`src/sv/skmm_pkg.sv`:
```
`timescale 1ns / 1ps
`default_nettype none
// ----------------------------------------------------------------------------
// Stereo keypoint match mask package
// Shared types, sizes and register codes for the match mask unit.
// ----------------------------------------------------------------------------
package skmm_pkg;

    localparam int MAX_RIGHT_POINTS = 64;
    localparam int IDX_W            = $clog2(MAX_RIGHT_POINTS);
    localparam int CNT_W            = 7;
    localparam int MASK_W           = 64;

    localparam logic [14:0] FULL_TURN = 15'd23040;

    // Register indexes on the configuration port (paddr[3:2]).
    localparam logic [1:0] REG_MAX_Y     = 2'd0;
    localparam logic [1:0] REG_MAX_ANGLE = 2'd1;
    localparam logic [1:0] REG_MAX_RATIO = 2'd2;

    // Item codes.
    localparam logic ACT_STORE = 1'b0;
    localparam logic ACT_TEST  = 1'b1;

    typedef struct packed {
        logic             action;
        logic [5:0]       slot;
        logic [15:0]      x;
        logic [15:0]      y;
        logic [14:0]      angle;
        logic [15:0]      size;
        logic [CNT_W-1:0] count;
    } t_item;

    typedef struct packed {
        logic [15:0] x;
        logic [15:0] y;
        logic [14:0] angle;
        logic [15:0] size;
    } t_entry;

    typedef struct packed {
        logic [15:0] max_y;
        logic [13:0] max_angle;
        logic [11:0] max_ratio;
    } t_cfg;

endpackage
`default_nettype wire

```
`src/sv/skmm_front.sv`:
```
`timescale 1ns / 1ps
`default_nettype none
// ----------------------------------------------------------------------------
// Match mask front end
// Accepts items, folds the angle, clamps the count and queues them.
// ----------------------------------------------------------------------------
module skmm_front
    import skmm_pkg::*;
(
    input  wire         i_clk,
    input  wire         i_rst_n,
    input  wire         i_start,
    input  wire         i_action,
    input  wire  [5:0]  i_slot,
    input  wire  [15:0] i_point_x,
    input  wire  [15:0] i_point_y,
    input  wire  [14:0] i_point_angle,
    input  wire  [15:0] i_point_size,
    input  wire  [6:0]  i_right_count,
    output logic        o_busy,
    output logic        o_q_valid,
    output t_item       o_q_item,
    input  wire         i_q_pop
);

    t_item       r_q [2];
    logic        r_wptr, n_wptr;
    logic        r_rptr, n_rptr;
    logic [1:0]  r_cnt,  n_cnt;
    t_item       w_item;
    logic        w_push;
    logic        w_pop;

    always_comb begin
        w_item        = '0;
        w_item.action = i_action;
        w_item.slot   = i_slot;
        w_item.x      = i_point_x;
        w_item.y      = i_point_y;
        w_item.size   = i_point_size;
        // An angle of a full turn or more is reduced once.
        if (i_point_angle >= FULL_TURN) begin
            w_item.angle = i_point_angle - FULL_TURN;
        end else begin
            w_item.angle = i_point_angle;
        end
        if (i_right_count > CNT_W'(MAX_RIGHT_POINTS)) begin
            w_item.count = CNT_W'(MAX_RIGHT_POINTS);
        end else begin
            w_item.count = i_right_count;
        end
    end

    assign o_busy    = (r_cnt == 2'd2);
    assign w_push    = i_start && !o_busy;
    assign o_q_valid = (r_cnt != 2'd0);
    assign w_pop     = i_q_pop && o_q_valid;
    assign o_q_item  = r_q[r_rptr];

    always_comb begin
        n_wptr = r_wptr ^ w_push;
        n_rptr = r_rptr ^ w_pop;
        n_cnt  = r_cnt + {1'b0, w_push} - {1'b0, w_pop};
    end

    always_ff @(posedge i_clk) begin
        if (!i_rst_n) begin
            r_wptr <= 1'b0;
            r_rptr <= 1'b0;
            r_cnt  <= 2'd0;
        end else begin
            r_wptr <= n_wptr;
            r_rptr <= n_rptr;
            r_cnt  <= n_cnt;
        end
    end

    always_ff @(posedge i_clk) begin
        if (w_push) begin
            r_q[r_wptr] <= w_item;
        end
    end

endmodule
`default_nettype wire

```
`config.mk`:
```
export PLATFORM = sky130hd
export DESIGN_NAME = skmm_front
export DESIGN_NICKNAME = d
export VERILOG_FILES = /design/src/sv/skmm_pkg.sv /design/src/sv/skmm_front.sv
export SDC_FILE = /design/constraint.sdc
export NUM_CORES = 1
export LEC_CHECK = 0
export BUFFER_PORTS_ARGS = -buffer_cell sky130_fd_sc_hd__clkbuf_2
export CORE_ASPECT_RATIO = 1.25
export CORE_MARGIN = 2
export CORE_UTILIZATION = 49
export CTS_BUF_LIST = sky130_fd_sc_hd__clkbuf_8
export CTS_CLUSTER_SIZE = 14
export DETAILED_ROUTE_END_ITERATION = 8
export GPL_TIMING_DRIVEN = 0
export HOLD_SLACK_MARGIN = 0.12
export PLACE_DENSITY = 0.75
export SLEW_MARGIN = 25
export SYNTH_ARGS = -nofsm -noshare
export SYNTH_HDL_FRONTEND = slang
export SYNTH_SLANG_ARGS = --single-unit
```
`constraint.sdc`:
```
create_clock -name i_clk -period 2.74 [get_ports i_clk]
set_input_delay 0.548 -clock i_clk [delete_from_list [all_inputs] [get_ports i_clk]]
set_output_delay 0.548 -clock i_clk [all_outputs]
set_load 0.005 [all_outputs]
```
==> impl_metrics.csv, run 1 <==
group,metric,value,unit
status,status,"completed",
yosys,netlist_instances,296,
clock_tree,cts_tree,"yes",
yosys,syn_area_per_cell,20.4,um^2
drt,vias,3198,
yosys,synth_cell_type_count,28,
worst_setup_path,r2r_start,"r_cnt[0]$_SDFF_PN0_",
die,rows,45,
die,die_y,128,um
drt,wl_per_cell,16.0,um
sta,worst_slew_pin_slew,0.495,ns
grt,grt_pass1_wl,15500,um
final_layout,fill_cells,961,
drt,drtAntennaViolNets,0,
yosys,synth.yosys.seq_area_share,78.4,%
sta,period_share,89.0,%
power_and_ir_drop,p_per_area,825,mW/mm^2
sta,skew,0.00826,ns
die,start_util,50.0,%
final_layout,fin_area,0.00745,mm^2
clock_tree,clk_latency,0.43,ns
final_layout,multi_input_area,0.00123,mm^2
placement,dp_hpwl,7240,um
yosys,ys_ff_latch,159,
final_layout,final_nets,562,
worst_setup_path,worstSetupPathType,"flip-flop to output pin",
final_layout,drive_gt1_share,51.5,%
worst_setup_path,cp_max_fo,10,
sta,fmax,410,MHz
sta,maxSlewViolCount,0,
clock_tree,cts_hold_buf,0,
sta,hold_viol_final,0,
power_and_ir_drop,power_leakage,2.84,nW
grt,grt_max_degree,46,
grt,antenna_found_initial,0,
final_layout,final_cells,653,
clock_tree,clock_path_buffers,2,
clock_tree,root_buffer,"clkbuf_8",
final_layout,antenna_cells,0,
final_layout,seq_area,0.00472,mm^2
worst_setup_path,worstSetupStartpointType,"flip-flop",
worst_setup_path,cp-end-kind,"output pin",
worst_setup_path,required,2.19,ns
clock_tree,cts_setup_buffers,0,
sta,finalCriticalPeriod,2.44,ns
grt,grtUsageTotal,16.1,%
clock_tree,cts_max_level,4,
worst_setup_path,rr_worst_depth,5,
clock_tree,post_cts_resized,0,
drt,dr.pass1.iters,4,
drt,viasPerCell,4.90,
worst_hold_path,whs_path_depth,1,
worst_hold_path,hold_class,"input pin to flip-flop",
worst_setup_path,arrival,1.89,ns
grt,grt_pass1_vias,3245,
sta,rsz0062_at_grt,"no",
placement,port_buffers,159,
placement,place_congestion,0.711,
die,die-area,0.0132,mm^2
grt,grt_overflow,0,
worst_hold_path,worstHoldStart,"i_point_y[1]",
yosys,syn_area,0.00603,mm^2
yosys,syn_nets,382,
clock_tree,clk_pin_slew,0.09,ns
die,core_area,0.0120,mm^2
power_and_ir_drop,irDropWorstVdd,0.000554,V
clock_tree,clock_sinks,159,
placement,placed_area,0.00711,mm^2
clock_tree,cts_buffers,17,
sta,setup_violations,0,
die,die_w,103,um
flow_run,maxCapViolCount,0,
drt,wl,10400,um
die,io_pins,160,
final_layout,areaGrowthSynthToFinish,23.7,%
drt,drc,0,
placement,dpl.cell_count,621,
sta,slew_headroom,67.0,%
yosys,yosysWarnings,0,
drt,drt_iter0_drc,75,
==> layout by cell type (no fill, tap or decap), drive strengths merged <==
cell type | synthesis | final
o21bai | 1 | 1
xnor2 | 6 | 6
or2 | 1 | 1
clkinv | 0 | 6
and4bb | 1 | 1
nor2b | 9 | 9
nor4 | 1 | 1
nor4b | 1 | 1
a21oi | 2 | 2
clkbuf | 2 | 178
clkinvlp | 0 | 5
and3b | 1 | 1
and2 | 3 | 3
buf | 8 | 10
a21o | 1 | 1
nor3b | 1 | 1
ha | 5 | 5
dfxtp | 5 | 5
inv | 8 | 12
mux2 | 77 | 77
nand2b | 1 | 1
o21ai | 4 | 4
nand4 | 1 | 1
mux2i | 1 | 1
edfxtp | 154 | 154
nand2 | 2 | 2
==> area by class of cell <==
| class | count | share of cell area [%] |
|---|---|---|
| clock inverters | 15 | 1.49 |
| clock buffers | 17 | 3.14 |
| inverters | 8 | 0.403 |
| multi-input cells | 119 | 16.5 |
| plain buffers | 10 | 0.923 |
| flip-flops and latches | 159 | 63.4 |
| well taps | 164 | 2.75 |
| repair buffers | 161 | 11.4 |
==> metrics by stage <==
step | total power, W | hold slack [ns] | utilization, % | setup WS (ns) | TNS, ns
floorplan | 0.00408 | 0.504 | - | -0.221 | -34.03
global placement | 0.00470 | 0.520 | 58.3 | -1.25 | -191.74
detailed placement | 0.00476 | 0.549 | 59.0 | 0.700 | 0
CTS | 0.00624 | 0.263 | 61.9 | 0.212 | 0
global route | 0.00647 | 0.254 | 61.9 | 0.133 | 0
finish | 0.00615 | 0.297 | 61.9 | 0.301 | 0
==> cells by family after synthesis <==
| kind of cell | share of synthesized area, % |
|---|---|
| AND/OR/NAND/NOR | 2.70 |
| adder cells (fa/ha/maj) | 1.04 |
| XOR/XNOR | 0.872 |
| AO/OA/AOI/OAI | 0.810 |
| flip-flops | 78.4 |
| buffers and inverters | 1.64 |
| multiplexers | 14.6 |
==> metal layers <==
layer | global-route usage, % | share of wire (%) | vias up
met5 | 0 | 0 | -
met4 | 6.58 | 1.6 | 0
met3 | 5.45 | 5.8 | 15
met2 | 28.2 | 54 | 110
met1 | 17.6 | 39 | 1564
li1 | - | - | 1509
==> flip-flops by register name (all words and copies together), names as in the netlist, named ones only <==
| register | cells |
|---|---|
| r_q | 154 |
| r_rptr | 1 |
| r_wptr | 1 |
| r_cnt | 2 |
==> worst max-delay path, stage by stage (launching register included) <==
cell	delay (ns)
dfxtp_1	0.31
clkbuf_1	0.23
buf_4	0.27
buf_6	0.18
mux2_1	0.35
clkbuf_2	0.12
==> power breakdown <==
group / internal (W) / switching, W
clock network: 0.000631 / 0.000851
logic: 0.000756 / 0.000744
registers: 0.00308 / 0.0000803
total: 0.00447 / 0.00167
==> cells in the mapped netlist <==
cell / count / area share (%)
nand2_1: 2 / 0.12
inv_1: 8 / 0.50
or2_1: 1 / 0.10
ha_1: 5 / 1.0
mux2i_1: 1 / 0.17
o21bai_1: 1 / 0.12
nor4_2: 1 / 0.21
dfxtp_1: 5 / 1.7
nor3b_2: 1 / 0.21
and3b_1: 1 / 0.15
o21ai_0: 3 / 0.25
buf_6: 3 / 0.56
buf_4: 1 / 0.12
mux2_1: 30 / 5.6
mux2_2: 47 / 8.8
a21o_1: 1 / 0.12
a21oi_1: 2 / 0.17
o21ai_2: 1 / 0.15
nand2b_1: 1 / 0.10
and2_1: 3 / 0.31
and4bb_1: 1 / 0.21
xnor2_1: 6 / 0.87
nand4_1: 1 / 0.10
clkbuf_1: 2 / 0.12
nor4b_2: 1 / 0.25
nor2b_1: 9 / 0.93
edfxtp_1: 154 / 77
buf_2: 4 / 0.33
==> worst paths after layout <==
check	end	slack (ns)
worst min register to register	flip-flop	0.56
worst max register to register	r_q[0][55]$_DFFE_PP_	0.87
worst min-delay path	r_q[0][39]$_DFFE_PP_	0.30
worst max-delay path	o_q_item[73]	0.30
Power figures use the tool's default switching activity.
==> run 2, diff against run 1 <==
--- a/config.mk
+++ b/config.mk
@@ -6,15 +6,18 @@
 export NUM_CORES = 1
 export LEC_CHECK = 0
 export BUFFER_PORTS_ARGS = -buffer_cell sky130_fd_sc_hd__clkbuf_2
+export CELL_PAD_IN_SITES_DETAIL_PLACEMENT = 1
+export CELL_PAD_IN_SITES_GLOBAL_PLACEMENT = 2
 export CORE_ASPECT_RATIO = 1.25
 export CORE_MARGIN = 2
-export CORE_UTILIZATION = 49
+export CORE_UTILIZATION = 35
 export CTS_BUF_LIST = sky130_fd_sc_hd__clkbuf_8
 export CTS_CLUSTER_SIZE = 14
 export DETAILED_ROUTE_END_ITERATION = 8
 export GPL_TIMING_DRIVEN = 0
 export HOLD_SLACK_MARGIN = 0.12
-export PLACE_DENSITY = 0.75
+export MAX_ROUTING_LAYER = met4
+export PLACE_DENSITY = 0.74
 export SLEW_MARGIN = 25
 export SYNTH_ARGS = -nofsm -noshare
 export SYNTH_HDL_FRONTEND = slang
==> run 2 against run 1 <==
  * Critical path type unchanged
  * Highest routed layer unchanged
  * Register-to-register slack got worse by 0.06 ns
  * Global-route usage fell by 2.3 points
  * Critical path depth did not move
==> impl_metrics.csv, run 2 (synthesized netlist as in run 1, its figures left out) <==
group,metric,value,unit
status,status,"completed",
final_layout,drive_gt1_share,50.7,%
sta,worst_slew_pin_slew,0.435,ns
placement,dpl.cell_count,679,
power_and_ir_drop,power_leakage,2.88,nW
die,rows,53,
sta,hold_viol_final,0,
clock_tree,clock_sinks,159,
clock_tree,clock_path_buffers,2,
power_and_ir_drop,p_per_area,834,mW/mm^2
flow_run,maxCapViolCount,0,
grt,grt_max_degree,28,
power_and_ir_drop,irDropWorstVdd,0.000430,V
final_layout,final_nets,564,
die,die_w,121,um
clock_tree,clk_pin_slew,0.09,ns
drt,viasPerCell,4.52,
worst_setup_path,slowest_stage,"mux2_1",
worst_setup_path,worstSetupPathType,"flip-flop to output pin",
drt,drtAntennaViolNets,0,
clock_tree,root_buffer,"clkbuf_8",
worst_setup_path,cp_max_fo,10,
final_layout,final_cells,711,
sta,timing.setup.tns,0,ns
worst_setup_path,cp-end-kind,"output pin",
die,start_util,35.8,%
final_layout,fin_area,0.00757,mm^2
worst_setup_path,worstSetupStartpointType,"flip-flop",
clock_tree,cts_tree,"yes",
worst_setup_path,cpPeakStageDelay,0.34,ns
grt,use_met2,24.2,%
drt,drt_iter0_drc,124,
drt,dr.pass1.iters,4,
drt,drc,0,
sta,fmax,415,MHz
grt,gr-max-usage-layer,"met2",
worst_setup_path,arrival,1.86,ns
clock_tree,post_cts_resized,0,
drt,wl,11800,um
clock_tree,cts_setup_buffers,0,
sta,setup_violations,0,
die,die-area,0.0183,mm^2
worst_setup_path,required,2.19,ns
final_layout,areaGrowthSynthToFinish,25.6,%
final_layout,reg.largest.list,"r_q x154, r_cnt x2",
drt,vias,3211,
grt,met3_usage,3.45,%
grt,grt_overflow,0,
placement,dp_hpwl,8460,um
sta,maxSlewViolCount,0,
placement,port_buffers,159,
grt,grtUsageTotal,13.8,%
worst_setup_path,cp_cell_sequence,"clkbuf_1, buf_4, buf_6, mux2_1, clkbuf_2",
sta,skew,0.00894,ns
die,io_pins,160,
placement,place_congestion,0.699,
final_layout,largest_reg_flops,154,
sta,period_share,88.0,%
drt,wl_per_cell,16.6,um
grt,met1_usage,14.7,%
sta,finalCriticalPeriod,2.41,ns
die,die_y,151,um
clock_tree,cts_hold_buf,0,
clock_tree,cts_max_level,4,
grt,grt_pass1_vias,3611,
grt,antenna_found_initial,0,
placement,placed_area,0.00720,mm^2
clock_tree,clk_latency,0.44,ns
sta,timing.hold.ws,0.296,ns
final_layout,regMostFlops,"r_q",
sta,slew_headroom,71.0,%
final_layout,final_cell_mix,"clkbuf_2, edfxtp_1, mux2_2",
final_layout,antenna_cells,0,
sta,rsz0062_at_grt,"no",
grt,grt_pass1_wl,18400,um
final_layout,final_common_cell,"clkbuf_2",
worst_hold_path,hold_class,"input pin to flip-flop",
die,core_area,0.0168,mm^2
clock_tree,cts_buffers,17,
==> run 2: metal layers <==
| layer | up-vias | part of all wire, % |
|---|---|---|
| met2 | 100 | 54 |
| met1 | 1586 | 39 |
| met4 | 0 | 1.9 |
| met3 | 14 | 4.9 |
| li1 | 1511 | - |
| met5 | - | 0 |
==> run 2: final cells by class <==
class | count | area, um^2
inverter | 8 | 30.0
sequential | 159 | 4720
clock buffer | 17 | 234
clock inverter | 15 | 131
fill | 1721 | 9280
buffer | 10 | 68.8
timing repair buffer | 163 | 876
tap | 220 | 275
multi-input combinational | 119 | 1230
==> run 2: power breakdown <==
group	total, W	internal (W)	leakage [nW]	switching, W
clock	0.00160	0.000786	0.185	0.000818
sequential	0.00316	0.00308	1.48	0.0000803
combinational	0.00155	0.000773	1.21	0.000774
==> run 2: critical path, delay by kind of cell (launching register included) <==
family / cells / cell delay [ns]
flip-flops: 1 / 0.32
multiplexers: 1 / 0.34
buffers and inverters: 4 / 0.77
==> run 2: per-stage QoR <==
step / power (W) / setup slack (ns) / utilization (%)
floorplan: 0.00408 / -0.221 / -
detailed placement: 0.00482 / 0.631 / 42.8
finish: 0.00632 / 0.329 / 44.9
CTS: 0.00645 / 0.193 / 44.9
global route: 0.00667 / 0.156 / 44.9
global placement: 0.00474 / -1.39 / 42.1
==> run 2: path summary, 6_finish.rpt <==
path / from / slack, ns / endpoint / cells past startpoint
worst max-delay path: flip-flop / 0.33 / o_q_item[64] / 5
worst min-delay path: i_slot[4] / 0.30 / r_q[1][74]$_DFFE_PP_ / 1
worst max register to register: r_cnt[0]$_SDFF_PN0_ / 0.81 / r_q[1][40]$_DFFE_PP_ / 6
worst min register to register: r_rptr$_SDFF_PN0_ / 0.55 / r_rptr$_SDFF_PN0_ / 2
